[src/sv/utcc_pkg.sv]
// Shared types, codes and constant tables of the Unix time calendar converter.
`timescale 1ns / 1ps
`default_nettype none
package utcc_pkg;

   localparam logic [1:0] MODE_DECODE   = 2'd0;
   localparam logic [1:0] MODE_ENCODE   = 2'd1;

   localparam logic       CSR_TZ_OFFSET = 1'b0;
   localparam logic       CSR_MODE      = 1'b1;

   typedef enum logic [2:0] {
      DIV_DAY,
      DIV_HOUR,
      DIV_MIN,
      DIV_WEEK,
      DIV_CYCLE
   } div_sel_type;

   typedef enum logic [1:0] {
      KIND_DEC,
      KIND_ENC,
      KIND_ERR
   } res_kind_type;

   typedef struct packed {
      logic [31:0] epoch_in;
      logic [5:0]  sec_in;
      logic [5:0]  min_in;
      logic [4:0]  hour_in;
      logic [4:0]  day_in;
      logic [3:0]  month_in;
      logic [6:0]  year_in;
   } req_type;

   typedef struct packed {
      logic [31:0] epoch_out;
      logic [5:0]  sec_out;
      logic [5:0]  min_out;
      logic [4:0]  hour_out;
      logic [2:0]  weekday_out;
      logic [4:0]  day_out;
      logic [3:0]  month_out;
      logic [6:0]  year_out;
      logic        status;
   } res_type;

   typedef struct packed {
      logic         load;
      logic         div_mul;
      logic         div_fix;
      div_sel_type  div_sel;
      logic         year_fix;
      logic         month_step;
      logic         enc_days;
      logic         enc_mul;
      logic         enc_sum;
      logic         finish;
      res_kind_type kind;
   } dp_cmd_type;

   typedef struct packed {
      logic month_done;
      logic out_free;
   } dp_sts_type;

   // floor(2^s / d), s chosen per divisor so that one correction step suffices
   function automatic logic [15:0] div_magic(input div_sel_type sel);
      case (sel)
         DIV_DAY:   return 16'd49710;
         DIV_HOUR:  return 16'd36;
         DIV_MIN:   return 16'd68;
         DIV_WEEK:  return 16'd9362;
         DIV_CYCLE: return 16'd44;
         default:   return 16'd0;
      endcase
   endfunction

   function automatic logic [16:0] div_const(input div_sel_type sel);
      case (sel)
         DIV_DAY:   return 17'd86400;
         DIV_HOUR:  return 17'd3600;
         DIV_MIN:   return 17'd60;
         DIV_WEEK:  return 17'd7;
         DIV_CYCLE: return 17'd1461;
         default:   return 17'd1;
      endcase
   endfunction

   function automatic logic [4:0] month_len(input logic [3:0] idx, input logic leap);
      case (idx)
         4'd1:                      return leap ? 5'd29 : 5'd28;
         4'd3, 4'd5, 4'd8, 4'd10:   return 5'd30;
         default:                   return 5'd31;
      endcase
   endfunction

   // days before the first of a month; month zero counts as January
   function automatic logic [8:0] cum_days(input logic [3:0] mon, input logic leap);
      logic [8:0] l;
      l = {8'd0, leap};
      case (mon)
         4'd0, 4'd1: return 9'd0;
         4'd2:       return 9'd31;
         4'd3:       return 9'd59 + l;
         4'd4:       return 9'd90 + l;
         4'd5:       return 9'd120 + l;
         4'd6:       return 9'd151 + l;
         4'd7:       return 9'd181 + l;
         4'd8:       return 9'd212 + l;
         4'd9:       return 9'd243 + l;
         4'd10:      return 9'd273 + l;
         4'd11:      return 9'd304 + l;
         4'd12:      return 9'd334 + l;
         4'd13:      return 9'd365 + l;
         4'd14:      return 9'd396 + l;
         4'd15:      return 9'd427 + l;
         default:    return 9'd0;
      endcase
   endfunction

   function automatic logic [31:0] offset_seconds(input logic signed [4:0] hours);
      logic signed [31:0] prod;
      prod = 32'(hours) * 32'sd3600;
      return 32'(unsigned'(prod));
   endfunction

endpackage
`default_nettype wire

[src/sv/utcc_ctrl.sv]
// Sequencing state machine of the Unix time calendar converter.
`timescale 1ns / 1ps
`default_nettype none
module utcc_ctrl (
   input  wire logic                clock,
   input  wire logic                reset,
   input  wire logic                req_tvalid,
   output logic                     req_tready,
   input  wire logic [1:0]          mode,
   input  wire utcc_pkg::dp_sts_type sts,
   output utcc_pkg::dp_cmd_type     cmd
);
   import utcc_pkg::*;

   typedef enum logic [8:0] {
      ST_IDLE     = 9'b000000001,
      ST_DIV_MUL  = 9'b000000010,
      ST_DIV_FIX  = 9'b000000100,
      ST_YEAR     = 9'b000001000,
      ST_MONTH    = 9'b000010000,
      ST_ENC_DAYS = 9'b000100000,
      ST_ENC_MUL  = 9'b001000000,
      ST_ENC_SUM  = 9'b010000000,
      ST_FINISH   = 9'b100000000
   } state_type;

   state_type    state_ff,   state_in;
   div_sel_type  div_sel_ff, div_sel_in;
   res_kind_type kind_ff,    kind_in;

   always_comb begin
      cmd        = '0;
      state_in   = state_ff;
      div_sel_in = div_sel_ff;
      kind_in    = kind_ff;
      case (state_ff)
         ST_IDLE: begin
            if (req_tvalid) begin
               cmd.load = 1'b1;
               if (mode == MODE_DECODE) begin
                  state_in   = ST_DIV_MUL;
                  div_sel_in = DIV_DAY;
                  kind_in    = KIND_DEC;
               end else if (mode == MODE_ENCODE) begin
                  state_in = ST_ENC_DAYS;
                  kind_in  = KIND_ENC;
               end else begin
                  state_in = ST_FINISH;
                  kind_in  = KIND_ERR;
               end
            end
         end
         ST_DIV_MUL: begin
            cmd.div_mul = 1'b1;
            state_in    = ST_DIV_FIX;
         end
         ST_DIV_FIX: begin
            cmd.div_fix = 1'b1;
            state_in    = ST_DIV_MUL;
            case (div_sel_ff)
               DIV_DAY:  div_sel_in = DIV_HOUR;
               DIV_HOUR: div_sel_in = DIV_MIN;
               DIV_MIN:  div_sel_in = DIV_WEEK;
               DIV_WEEK: div_sel_in = DIV_CYCLE;
               default:  state_in   = ST_YEAR;
            endcase
         end
         ST_YEAR: begin
            cmd.year_fix = 1'b1;
            state_in     = ST_MONTH;
         end
         ST_MONTH: begin
            cmd.month_step = 1'b1;
            if (sts.month_done) begin
               state_in = ST_FINISH;
            end
         end
         ST_ENC_DAYS: begin
            cmd.enc_days = 1'b1;
            state_in     = ST_ENC_MUL;
         end
         ST_ENC_MUL: begin
            cmd.enc_mul = 1'b1;
            state_in    = ST_ENC_SUM;
         end
         ST_ENC_SUM: begin
            cmd.enc_sum = 1'b1;
            state_in    = ST_FINISH;
         end
         ST_FINISH: begin
            if (sts.out_free) begin
               cmd.finish = 1'b1;
               state_in   = ST_IDLE;
            end
         end
         default: begin
            state_in = ST_IDLE;
         end
      endcase
      cmd.div_sel = div_sel_ff;
      cmd.kind    = kind_ff;
   end

   assign req_tready = (state_ff == ST_IDLE);

   always_ff @(posedge clock) begin
      if (reset) begin
         state_ff   <= ST_IDLE;
         div_sel_ff <= DIV_DAY;
         kind_ff    <= KIND_DEC;
      end else begin
         state_ff   <= state_in;
         div_sel_ff <= div_sel_in;
         kind_ff    <= kind_in;
      end
   end

   a_busy_after_accept: assert property (@(posedge clock) disable iff (reset)
      (req_tvalid && req_tready) |=> !req_tready)
      else $error("request accepted twice in a row");

   a_cycle_div_last: assert property (@(posedge clock) disable iff (reset)
      ((state_ff == ST_DIV_FIX) && (div_sel_ff == DIV_CYCLE)) |=> (state_ff == ST_YEAR))
      else $error("division chain did not end at the year step");

endmodule
`default_nettype wire

[src/sv/utcc_dp.sv]
// Datapath of the Unix time calendar converter: shared constant divider,
// year and month walk, encode arithmetic and result register.
`timescale 1ns / 1ps
`default_nettype none
module utcc_dp (
   input  wire logic                 clock,
   input  wire logic                 reset,
   input  wire utcc_pkg::dp_cmd_type cmd,
   input  wire utcc_pkg::req_type    req,
   input  wire logic signed [4:0]    tz,
   input  wire logic                 rsp_tready,
   output logic                      rsp_valid,
   output utcc_pkg::res_type         res,
   output utcc_pkg::dp_sts_type      sts
);
   import utcc_pkg::*;

   req_type     in_ff,    in_in;
   logic [31:0] num_ff,   num_in;
   logic [15:0] q_ff,     q_in;
   logic [15:0] days_ff,  days_in;
   logic [4:0]  hour_ff,  hour_in;
   logic [5:0]  min_ff,   min_in;
   logic [5:0]  sec_ff,   sec_in;
   logic [2:0]  wday_ff,  wday_in;
   logic [11:0] year_ff,  year_in;
   logic [10:0] dd_ff,    dd_in;
   logic [3:0]  m_ff,     m_in;
   logic        rsp_valid_ff, rsp_valid_in;
   res_type     res_ff,   res_in;

   logic [31:0] off_sec;
   logic [15:0] magic;
   logic [16:0] dconst;
   logic [47:0] mul_prod;
   logic [15:0] q_est;
   logic [32:0] fix_prod;
   logic [31:0] fix_rem;
   logic        fix_carry;
   logic [15:0] q_fixed;
   logic [31:0] r_fixed;
   logic        leap_dec;
   logic [4:0]  mlen;
   logic        step_ok;
   logic [11:0] yr_mod;
   logic [11:0] enc_y;
   logic [11:0] enc_ym1;
   logic [11:0] enc_span;
   logic        enc_leap;
   logic [31:0] enc_days;
   logic [31:0] enc_scaled;
   logic [31:0] enc_total;

   assign off_sec  = offset_seconds(tz);
   assign magic    = div_magic(cmd.div_sel);
   assign dconst   = div_const(cmd.div_sel);
   assign mul_prod = num_ff * magic;

   always_comb begin
      case (cmd.div_sel)
         DIV_DAY:   q_est = mul_prod[47:32];
         DIV_HOUR:  q_est = mul_prod[32:17];
         DIV_MIN:   q_est = mul_prod[27:12];
         DIV_WEEK:  q_est = mul_prod[31:16];
         DIV_CYCLE: q_est = mul_prod[31:16];
         default:   q_est = mul_prod[47:32];
      endcase
   end

   assign fix_prod  = q_ff * dconst;
   assign fix_rem   = num_ff - fix_prod[31:0];
   assign fix_carry = (fix_rem >= {15'd0, dconst});
   assign q_fixed   = fix_carry ? (q_ff + 16'd1) : q_ff;
   assign r_fixed   = fix_carry ? (fix_rem - {15'd0, dconst}) : fix_rem;

   assign leap_dec = (year_ff[1:0] == 2'b00);
   assign mlen     = month_len(m_ff, leap_dec);
   assign step_ok  = (m_ff < 4'd11) && (dd_ff >= {6'd0, mlen});

   always_comb begin
      if (year_ff >= 12'd2100) begin
         yr_mod = year_ff - 12'd2100;
      end else if (year_ff >= 12'd2000) begin
         yr_mod = year_ff - 12'd2000;
      end else begin
         yr_mod = year_ff - 12'd1900;
      end
   end

   assign enc_y      = (in_ff.year_in >= 7'd70) ? (12'd1900 + {5'd0, in_ff.year_in})
                                                : (12'd2000 + {5'd0, in_ff.year_in});
   assign enc_ym1    = enc_y - 12'd1;
   assign enc_span   = enc_y - 12'd1970;
   assign enc_leap   = (enc_y[1:0] == 2'b00);
   assign enc_days   = 32'(enc_span[7:0]) * 32'd365 + 32'(enc_ym1[11:2]) - 32'd492
                     + 32'(cum_days(in_ff.month_in, enc_leap))
                     + 32'(in_ff.day_in) - 32'd1;
   assign enc_scaled = num_ff * 32'd86400;
   assign enc_total  = num_ff + 32'(in_ff.hour_in) * 32'd3600
                     + 32'(in_ff.min_in) * 32'd60 + 32'(in_ff.sec_in) - off_sec;

   always_comb begin
      in_in        = in_ff;
      num_in       = num_ff;
      q_in         = q_ff;
      days_in      = days_ff;
      hour_in      = hour_ff;
      min_in       = min_ff;
      sec_in       = sec_ff;
      wday_in      = wday_ff;
      year_in      = year_ff;
      dd_in        = dd_ff;
      m_in         = m_ff;
      res_in       = res_ff;
      rsp_valid_in = rsp_valid_ff && !rsp_tready;

      if (cmd.load) begin
         in_in  = req;
         num_in = req.epoch_in + off_sec;
      end
      if (cmd.div_mul) begin
         q_in = q_est;
      end
      if (cmd.div_fix) begin
         case (cmd.div_sel)
            DIV_DAY: begin
               days_in = q_fixed;
               num_in  = {15'd0, r_fixed[16:0]};
            end
            DIV_HOUR: begin
               hour_in = q_fixed[4:0];
               num_in  = r_fixed;
            end
            DIV_MIN: begin
               min_in = q_fixed[5:0];
               sec_in = r_fixed[5:0];
               num_in = {16'd0, days_ff} + 32'd3;
            end
            DIV_WEEK: begin
               wday_in = r_fixed[2:0] + 3'd1;
               num_in  = {16'd0, days_ff};
            end
            DIV_CYCLE: begin
               year_in = 12'd1970 + {q_fixed[9:0], 2'b00};
               dd_in   = r_fixed[10:0];
            end
            default: begin
               num_in = num_ff;
            end
         endcase
      end
      if (cmd.year_fix) begin
         m_in = 4'd0;
         if (dd_ff >= 11'd1096) begin
            year_in = year_ff + 12'd3;
            dd_in   = dd_ff - 11'd1096;
         end else if (dd_ff >= 11'd730) begin
            year_in = year_ff + 12'd2;
            dd_in   = dd_ff - 11'd730;
         end else if (dd_ff >= 11'd365) begin
            year_in = year_ff + 12'd1;
            dd_in   = dd_ff - 11'd365;
         end
      end
      if (cmd.month_step && step_ok) begin
         dd_in = dd_ff - {6'd0, mlen};
         m_in  = m_ff + 4'd1;
      end
      if (cmd.enc_days) begin
         num_in = enc_days;
      end
      if (cmd.enc_mul) begin
         num_in = enc_scaled;
      end
      if (cmd.enc_sum) begin
         num_in = enc_total;
      end
      if (cmd.finish) begin
         rsp_valid_in = 1'b1;
         res_in       = '0;
         case (cmd.kind)
            KIND_DEC: begin
               res_in.sec_out     = sec_ff;
               res_in.min_out     = min_ff;
               res_in.hour_out    = hour_ff;
               res_in.weekday_out = wday_ff;
               res_in.day_out     = dd_ff[4:0] + 5'd1;
               res_in.month_out   = m_ff + 4'd1;
               res_in.year_out    = yr_mod[6:0];
            end
            KIND_ENC: begin
               res_in.epoch_out = num_ff;
            end
            default: begin
               res_in.status = 1'b1;
            end
         endcase
      end
   end

   always_ff @(posedge clock) begin
      if (reset) begin
         rsp_valid_ff <= 1'b0;
      end else begin
         rsp_valid_ff <= rsp_valid_in;
      end
   end

   always_ff @(posedge clock) begin
      in_ff   <= in_in;
      num_ff  <= num_in;
      q_ff    <= q_in;
      days_ff <= days_in;
      hour_ff <= hour_in;
      min_ff  <= min_in;
      sec_ff  <= sec_in;
      wday_ff <= wday_in;
      year_ff <= year_in;
      dd_ff   <= dd_in;
      m_ff    <= m_in;
      res_ff  <= res_in;
   end

   assign rsp_valid      = rsp_valid_ff;
   assign res            = res_ff;
   assign sts.month_done = !step_ok;
   assign sts.out_free   = !rsp_valid_ff || rsp_tready;

   a_valid_from_finish: assert property (@(posedge clock) disable iff (reset)
      $rose(rsp_valid_ff) |-> $past(cmd.finish))
      else $error("result valid without a finish command");

   a_no_overwrite: assert property (@(posedge clock) disable iff (reset)
      cmd.finish |-> (!rsp_valid_ff || rsp_tready))
      else $error("result register overwritten before transaction");

   a_month_bound: assert property (@(posedge clock) disable iff (reset)
      cmd.month_step |-> (m_ff <= 4'd11))
      else $error("month walk ran past December");

endmodule
`default_nettype wire

[src/sv/unix_time_calendar_converter_core.sv]
// Top level of the Unix time calendar converter: stream ports and configuration registers.
`timescale 1ns / 1ps
`default_nettype none
// Converts a 32-bit Unix time to calendar fields (mode 0) or a two-digit-year
// date and time back to Unix seconds (mode 1), shifted by a whole-hour zone
// offset; modes 2 and 3 return status 1 with all other fields zero. One
// transaction is worked at a time. A decode runs five constant divisions
// that share one reciprocal-multiply unit, each as a multiply step and a
// correction step, then walks the months one at a time. An encode runs a
// day count, a scaling to seconds and a final sum; an invalid mode goes
// straight to the result. The input is ready again the cycle after the
// result is loaded, while that result still waits in the output register.
// Write the configuration only while no transaction is in flight.
module unix_time_calendar_converter_core (
   input  wire logic        clock,
   input  wire logic        reset,
   input  wire logic        req_tvalid,
   output logic             req_tready,
   // epoch_in, sec_in, min_in, hour_in, day_in, month_in, year_in, zero pad
   input  wire logic [71:0] req_tdata,
   output logic             rsp_tvalid,
   input  wire logic        rsp_tready,
   // epoch_out, sec_out, min_out, hour_out, weekday_out, day_out, month_out,
   // year_out, zero pad
   output logic [71:0]      rsp_tdata,
   // status
   output logic [0:0]       rsp_tuser,
   input  wire logic        csr_we,
   input  wire logic        csr_addr,
   input  wire logic [4:0]  csr_wdata
);
   import utcc_pkg::*;

   logic signed [4:0] tz_offset_hours_ff;
   logic [1:0]        conversion_mode_ff;
   req_type           req;
   res_type           res;
   dp_cmd_type        cmd;
   dp_sts_type        sts;

   always_ff @(posedge clock) begin
      if (reset) begin
         tz_offset_hours_ff <= 5'sd0;
         conversion_mode_ff <= MODE_DECODE;
      end else if (csr_we) begin
         case (csr_addr)
            CSR_TZ_OFFSET: tz_offset_hours_ff <= signed'(csr_wdata);
            CSR_MODE:      conversion_mode_ff <= csr_wdata[1:0];
            default:       conversion_mode_ff <= conversion_mode_ff;
         endcase
      end
   end

   assign req.epoch_in = req_tdata[31:0];
   assign req.sec_in   = req_tdata[37:32];
   assign req.min_in   = req_tdata[43:38];
   assign req.hour_in  = req_tdata[48:44];
   assign req.day_in   = req_tdata[53:49];
   assign req.month_in = req_tdata[57:54];
   assign req.year_in  = req_tdata[64:58];

   utcc_ctrl u_ctrl (
      .clock      (clock),
      .reset      (reset),
      .req_tvalid (req_tvalid),
      .req_tready (req_tready),
      .mode       (conversion_mode_ff),
      .sts        (sts),
      .cmd        (cmd)
   );

   utcc_dp u_dp (
      .clock      (clock),
      .reset      (reset),
      .cmd        (cmd),
      .req        (req),
      .tz         (tz_offset_hours_ff),
      .rsp_tready (rsp_tready),
      .rsp_valid  (rsp_tvalid),
      .res        (res),
      .sts        (sts)
   );

   assign rsp_tdata = {4'd0, res.year_out, res.month_out, res.day_out, res.weekday_out,
                       res.hour_out, res.min_out, res.sec_out, res.epoch_out};
   assign rsp_tuser = res.status;

endmodule
`default_nettype wire
[config.mk]
export PLATFORM = sky130hd
export DESIGN_NAME = unix_time_calendar_converter_core
export DESIGN_NICKNAME = d
export VERILOG_FILES = /design/src/sv/utcc_pkg.sv /design/src/sv/utcc_ctrl.sv /design/src/sv/utcc_dp.sv /design/src/sv/unix_time_calendar_converter_core.sv
export SDC_FILE = /design/constraint.sdc
export NUM_CORES = 2
export LEC_CHECK = 0
export BUFFER_PORTS_ARGS = -buffer_cell sky130_fd_sc_hd__buf_2
export CELL_PAD_IN_SITES_DETAIL_PLACEMENT = 1
export CELL_PAD_IN_SITES_GLOBAL_PLACEMENT = 1
export CORE_UTILIZATION = 53
export CTS_CLUSTER_DIAMETER = 40
export DETAILED_ROUTE_END_ITERATION = 12
export HOLD_SLACK_MARGIN = 0.03
export MAX_ROUTING_LAYER = met4
export PLACE_DENSITY_LB_ADDON = 0.1
export SETUP_SLACK_MARGIN = 0.5
export SYNTH_ARGS = -nofsm -noshare
export SYNTH_HDL_FRONTEND = slang
export SYNTH_SLANG_ARGS = --single-unit
[constraint.sdc]
create_clock -name clock -period 21.6 [get_ports clock]
set_input_delay 1.08 -clock clock [delete_from_list [all_inputs] [get_ports clock]]
set_output_delay 1.08 -clock clock [all_outputs]
set_load 0.005 [all_outputs]
# Yosys cells after proc, flatten, opt, wreduce, memory -nomap -nowiden

Cells that the tools add are included.

Bits in registers: 235
Latch bits: 0
Memory bits (writable): 0
Memory bits (read-only): 0
Input port bits: 83
Output and inout bits: 75
Logic and storage cells: 220
Memories kept: 0

Add/subtract/negate cells: 45
$mul: 7
Divide/modulo/power cells: 0
Order comparisons: 9
Eq/ne operators: 41
Shifts and indexed selects: 0
Mux-type cells: 58
Bitwise gates (word level): 1
Reductions and logical operators: 28

Operator list:

| operator                                             | number |
|---|---|
| 2-to-1 mux 32 bit                                    | 6 |
| case mux 32 bit (5 select lines)                     | 1 |
| case mux 9 bit (15 select lines)                     | 1 |
| case mux 17 bit (5 select lines)                     | 1 |
| 2-to-1 mux 12 bit                                    | 7 |
| case mux 9 bit (9 select lines)                      | 1 |
| case mux 16 bit (5 select lines)                     | 1 |
| 2-to-1 mux 11 bit                                    | 7 |
| subtractor 32 bit                                    | 2 |
| multiplier 32 x 16 -> 48 bit                         | 1 |
| case mux 16 bit (3 select lines)                     | 1 |
| 2-to-1 mux 9 bit                                     | 5 |
| equality test 4 bit (second input constant)          | 10 |
| adder 8 x 1 -> 9 bit (first input constant)          | 4 |
| adder 9 x 1 -> 9 bit (first input constant)          | 4 |
| adder 32 x 12 -> 32 bit                              | 1 |
| adder 32 x 17 -> 32 bit                              | 1 |
| adder 32 bit                                         | 1 |
| adder 32 x 5 -> 32 bit                               | 1 |
| adder 32 x 6 -> 32 bit                               | 1 |
| adder 32 x 9 -> 32 bit                               | 1 |
| greater-or-equal comparator 32 x 17 -> 1 bit         | 1 |
| multiplier 16 x 17 -> 32 bit                         | 1 |
| multiplier 32 x 10 -> 25 bit (second input constant) | 1 |
| other kinds (78)                                     | 128 |

# Longest topological paths before layout

Depth after elaboration: 13
Mapped depth: 42
Depth with buffers taken out: 41

# Modules after synthesis

Synthesis repeated with hierarchy kept, for this count alone.

Cells, all modules: 5,416
Area total of the unflattened synthesis: 48,056.1 µm²

Modules (own cells, without submodules):

| module                            | instances | cells each | area each (µm²) | sequential area each (µm²) |
|---|---|---|---|---|
| utcc_dp                           | 1         | 5,270      | 46,857.4        | 6,226.0 |
| utcc_ctrl                         | 1         | 112        | 860.8           | 280.3 |
| unix_time_calendar_converter_core | 1         | 34         | 337.8           | 140.1 |

# Least setup slack after synthesis

OpenSTA, ideal clock, no wires.

Path kind: register to register
From: register u_ctrl.div_sel_ff[0]
To: register u_dp.year_ff[8]
Library setup time: 0.128 ns
Arrival time: 8.913 ns
Data required time: 21.472 ns
Path slack: 12.560 ns
Stages on the path, launching flop included: 39
Path buffers: 4
Period minus slack after synthesis: 9.040 ns
Cells stage by stage: dfxtp_1 clkbuf_1 nand2_1 nor2_1 inv_1 nand2_1 clkbuf_1 nand2_1 fa_1 inv_1 fa_1 fa_1 inv_1 fa_1 fa_1 inv_1 fa_1 inv_1 (+3 left out) o311a_1 a221o_1 or2_2 xor2_1 ha_1 nand4_1 nor4_1 a2111oi_4 and4_1 buf_6 nand2_4 buf_2 nand4_1 xor2_1 ha_1 o21ai_0 xor2_1 o21ai_1

Cells in the longest elaborated chain, start to end: 13
Elaborated cells between the ends (all ways): 17
Those cells by class: add/sub: 2; mul: 1; order compare: 1; eq/ne: 4; mux: 8; reduce/logical: 1

Ends and longest elaborated chain:

| element                                           | line                           | text |
|---|---|---|
| start, declared                                   | utcc_ctrl.sv:28                | `div_sel_type div_sel_ff, div_sel_in;` |
| start signal, assigned                            | utcc_ctrl.sv:113               | `div_sel_ff <= div_sel_in;` |
| equality test 3 bit, or another cell as far along | utcc_pkg.sv:80, utcc_dp.sv:125 |  |
| case mux 17 bit (5 select lines)                  | utcc_pkg.sv:80                 | `case (sel)` |
| multiplier 16 x 17 -> 32 bit                      | utcc_dp.sv:70                  | `assign fix_prod = q_ff * dconst;` |
| subtractor 32 bit                                 | utcc_dp.sv:71                  | `assign fix_rem = num_ff - fix_prod[31:0];` |
| greater-or-equal comparator 32 x 17 -> 1 bit      | utcc_dp.sv:72                  | `assign fix_carry = (fix_rem >= {15'd0, dconst});` |
| 2-to-1 mux 16 bit                                 | utcc_dp.sv:73                  | `assign q_fixed = fix_carry ? (q_ff + 16'd1) : q_ff;` |
| adder 11 x 12 -> 12 bit                           | utcc_dp.sv:144                 | `year_in = 12'd1970 + {q_fixed[9:0], 2'b00};` |
| 2-to-1 mux 12 bit (*)                             | utcc_dp.sv:125                 | `case (cmd.div_sel)` |
| 2-to-1 mux 12 bit (*)                             | utcc_dp.sv:124                 | `if (cmd.div_fix) begin` |
| 2-to-1 mux 12 bit                                 | utcc_dp.sv:160                 | `end else if (dd_ff >= 11'd365) begin` |
| 2-to-1 mux 12 bit                                 | utcc_dp.sv:157                 | `end else if (dd_ff >= 11'd730) begin` |
| 2-to-1 mux 12 bit                                 | utcc_dp.sv:154                 | `if (dd_ff >= 11'd1096) begin` |
| 2-to-1 mux 12 bit (*)                             | utcc_dp.sv:152                 | `if (cmd.year_fix) begin` |
| via u_dp.year_in[8]                               | utcc_dp.sv:26                  | `logic [11:0] year_ff, year_in;` |
| end signal, assigned                              | utcc_dp.sv:218                 | `year_ff <= year_in;` |
| end, declared                                     | utcc_dp.sv:26                  |  |

The timed path passes the listed nets; every way through them passes the cells marked *.
A chain may end at the register's enable or synchronous reset.

# Worst setup path in the final report

From: register u_ctrl.div_sel_ff[2]
To: register u_dp.num_ff[18], data pin

Cells in the longest elaborated chain, start to end: 11
Elaborated cells between the ends (all ways): 16
Those cells by class: add/sub: 2; mul: 1; order compare: 1; eq/ne: 4; mux: 7; reduce/logical: 1

Ends and longest elaborated chain:

| element                                                                                             | line                           | text |
|---|---|---|
| equality test 3 bit, or another cell as far along                                                   | utcc_pkg.sv:80, utcc_dp.sv:125 |  |
| case mux 17 bit (5 select lines)                                                                    | utcc_pkg.sv:80                 |  |
| multiplier 16 x 17 -> 32 bit                                                                        | utcc_dp.sv:70                  |  |
| subtractor 32 bit                                                                                   | utcc_dp.sv:71                  |  |
| subtractor 32 x 17 -> 32 bit / greater-or-equal comparator 32 x 17 -> 1 bit (equally long branches) | utcc_dp.sv:74, utcc_dp.sv:72   |  |
| 2-to-1 mux 32 bit                                                                                   | utcc_dp.sv:74                  | `assign r_fixed = fix_carry ? (fix_rem - {15'd0, dconst}) : fix_rem;` |
| case mux 32 bit (5 select lines) (*)                                                                | utcc_dp.sv:125                 |  |
| 2-to-1 mux 32 bit (*)                                                                               | utcc_dp.sv:124                 |  |
| 2-to-1 mux 32 bit (*)                                                                               | utcc_dp.sv:169                 | `if (cmd.enc_days) begin` |
| 2-to-1 mux 32 bit (*)                                                                               | utcc_dp.sv:172                 | `if (cmd.enc_mul) begin` |
| 2-to-1 mux 32 bit (*)                                                                               | utcc_dp.sv:175                 | `if (cmd.enc_sum) begin` |
| via u_dp.num_in[18]                                                                                 | utcc_dp.sv:19                  | `logic [31:0] num_ff, num_in;` |
| end signal, assigned                                                                                | utcc_dp.sv:211                 | `num_ff <= num_in;` |
| end, declared                                                                                       | utcc_dp.sv:19                  |  |

Marked as above.

==> results.py <==
metrics = {
    "outcome": {
        "status": "completed",
    },
    "synth": {
        "post-synth-top-count-cell": "inv_1",
        "synth_area_leader_cell": "fa_1",
        "synth_area_leaders": "fa_1 (26%), ha_1 (19%), edfxtp_1 (12%)",
        "synth-seq-cells": 235,
        "netlist_area_sq_um": 47300,
        "synth.avg_cell_area_sq_um": 8.98,
        "synth_ff_type": "edfxtp_1",
        "synth_cells": 5267,
        "synth_edf_count": 194,
        "yosysUniqueCellTypes": 103,
        "yosys-top-cells-count": "inv_1 (979), ha_1 (709), fa_1 (614)",
        "yosys.area.top_type_share": 0.260,
        "synth-seq-area-share": 0.141,
        "ys_warn_count": 0,
        "async_flop_share": 0,
    },
    "grt": {
        "grt_max_degree": 70,
        "overflow": 0,
        "grt_pass1_wl_mm": 249,
        "grt.total_usage": 0.372,
        "antenna_found_initial": 3,
        "grt_pass1_vias": 42000,
    },
    "cts": {
        "clock_sinks": 235,
        "cts_buffers": 48,
        "clk_pin_slew_ns": 0.06,
        "cts_buffer_depth": 3,
        "cts_resized": 0,
        "clkLatencyLatePin_ns": 0.65,
        "cts_tree": "yes",
        "cts_root_buf": "clkbuf_16",
        "postCtsHoldBufs": 0,
        "h-tree-depth": 2,
        "post-cts-setup-buffer-count": 0,
    },
    "floorplan": {
        "die_area_sq_um": 90400,
        "die_x_um": 301,
        "placementRows": 109,
        "pin_count": 158,
        "initial_core_util": 0.535,
        "die_h_um": 301,
        "coreArea_sq_um": 88400,
    },
    "place": {
        "routabilityCongestion": 0.967,
        "port-buffer-count": 146,
        "dp_hpwl_mm": 130,
    },
    "timing": {
        "timing.fmax_mhz": 85.2,
        "relSlewSlack": 0.244,
        "period_share": 0.543,
        "finalSetupViolCount": 0,
        "setup_tns_ns": 0,
        "hold_viol": 0,
        "tightest_slew_ns": 1.12,
        "fin_skew_ns": 0.0630,
        "grt_setup_unrepaired": "false",
        "fin_crit_ns": 11.74,
        "slew_violations": 0,
    },
    "routing": {
        "ant_nets": 0,
        "vias": 39100,
        "drt_first_pass_iters": 6,
        "drt_iter0_markers": 2832,
        "via_per_inst": 5.97,
        "post_drt_wl_per_cell_um": 24.5,
        "wirelength_mm": 161,
        "drc": 0,
    },
    "cells_and_area": {
        "fill_cells": 10400,
        "syn_to_final_growth_pct": 7.86,
        "drive_gt1_frac": 0.0674,
        "post-route-util": 0.577,
        "layout.nets": 6752,
    },
    "setup_path": {
        "cp_slowest_stage_delay_ns": 0.57,
        "r2r-end": "u_dp.num_ff[18]",
        "arrival_ns": 12.06,
        "reg2reg_from": "u_ctrl.div_sel_ff[2]",
        "cp_slowest_cell": "or4b_1",
        "worstSetupPathType": "flip-flop to flip-flop",
        "required_ns": 21.92,
        "cp-start-kind": "flip-flop",
        "worst_setup_path_end_kind": "flip-flop",
        "ff2ff_path_depth": 35,
        "ff2ff_setup_slack_ns": 9.86,
        "cp_max_fo": 31,
    },
    "min_path": {
        "min_path_cells": 2,
        "hold_end": "u_ctrl.kind_ff[0]",
        "hp-class": "flip-flop to flip-flop",
        "hold_start": "u_ctrl.kind_ff[0]",
    },
    "flow_run": {
        "maxCapViolCount": 0,
    },
}
-- kinds of logic (layout without fill, tap and decap cells) --
| family | count (synthesis) | count (layout) | synth area share |
|---|---|---|---|
| flip-flops | 235 | 235 | 0.141 |
| multiplexers | 37 | 37 | 0.00852 |
| adder cells (fa/ha/maj) | 1323 | 1323 | 0.448 |
| buffers and inverters | 1167 | 1282 | 0.0935 |
| AND/OR/NAND/NOR | 1289 | 1289 | 0.129 |
| AO/OA/AOI/OAI | 936 | 936 | 0.129 |
| XOR/XNOR | 279 | 279 | 0.0519 |
| other | 1 | 7 | 0.0000793 |
-- layout by cell type (no fill, tap or decap), drive strengths merged, types with 41 or more instances in the layout --
cell type | Yosys | final
inv | 981 | 992
ha | 709 | 709
fa | 614 | 614
nand2 | 467 | 467
nor2 | 311 | 311
a21oi | 285 | 285
buf | 19 | 207
o21ai | 203 | 203
edfxtp | 194 | 194
xnor2 | 173 | 173
and2 | 136 | 136
xor2 | 106 | 106
a21o | 65 | 65
nor3 | 64 | 64
nand3 | 63 | 63
clkbuf | 162 | 54
dfxtp | 41 | 41
nor2b | 41 | 41
-- worst max-delay path by stage --
stage / depth (start not counted) / from / to
global placement: 35 / u_ctrl.div_sel_ff[2] / u_dp.num_ff[1]
detailed placement: 35 / u_ctrl.div_sel_ff[2] / u_dp.num_ff[1]
floorplan: 38 / u_ctrl.div_sel_ff[0] / u_dp.year_ff[8]
finish: 35 / u_ctrl.div_sel_ff[2] / u_dp.num_ff[18]
CTS: 35 / u_ctrl.div_sel_ff[2] / u_dp.num_ff[1]
global route: 37 / u_ctrl.div_sel_ff[0] / u_dp.num_ff[18]
-- final cells by class --
cell class,count,area (sq um),share of cell area
Timing Repair Buffer,207,1190,0.0233
Clock inverter,35,468,0.00918
Clock buffer,54,1230,0.0242
Tap cell,1165,1460,0.0286
Sequential cell,235,6650,0.130
Multi-Input combinational cell,3868,36300,0.712
Antenna cell,3,7.51,0.000147
Inverter,986,3700,0.0726
-- worst max-delay path, delay by kind of cell (launching register included) --
family	cells	cell delay, ns
buffers and inverters	8	1.79
AND/OR/NAND/NOR	13	3.94
adder cells (fa/ha/maj)	8	3.53
AO/OA/AOI/OAI	4	1.05
XOR/XNOR	2	0.74
flip-flops	1	0.31
-- per-stage QoR --
stage / worst slack (ns) / cell area [sq um] / std cells / hold slack (ns)
final: 9.86 / 51000 / 6553 / 0.483
after global routing: 9.51 / 51000 / 6552 / 0.513
after CTS: 10.07 / 51000 / 6550 / 0.482
after detailed placement: 10.12 / 49300 / 6461 / 0.473
after global placement: 10.34 / 49300 / 6461 / 0.459
after floorplan: 12.56 / 47300 / 5270 / 0.449
-- state kept, by name (all words and copies together) (netlist names), 5 cells and up --
register            count
tz_offset_hours_ff      5
u_ctrl.state_ff         9
u_dp.days_ff           16
u_dp.dd_ff             11
u_dp.hour_ff            5
u_dp.in_ff             33
u_dp.min_ff             6
u_dp.num_ff            32
u_dp.q_ff              16
u_dp.res               69
u_dp.sec_ff             6
u_dp.year_ff           12
-- per-layer routing --
metal	vias up	routed length, um	share of wire	GRT usage
met2	1303	74500	0.46	0.590
met4	0	6130	0.038	0.123
met5	-	0	0	-
li1	17500	-	-	-
met1	20000	68500	0.43	0.488
met3	283	11500	0.072	0.0553
Power is left out: the tool's default activity adds up to more than one toggle a clock period on the data nets, which glitch-free logic cannot reach.
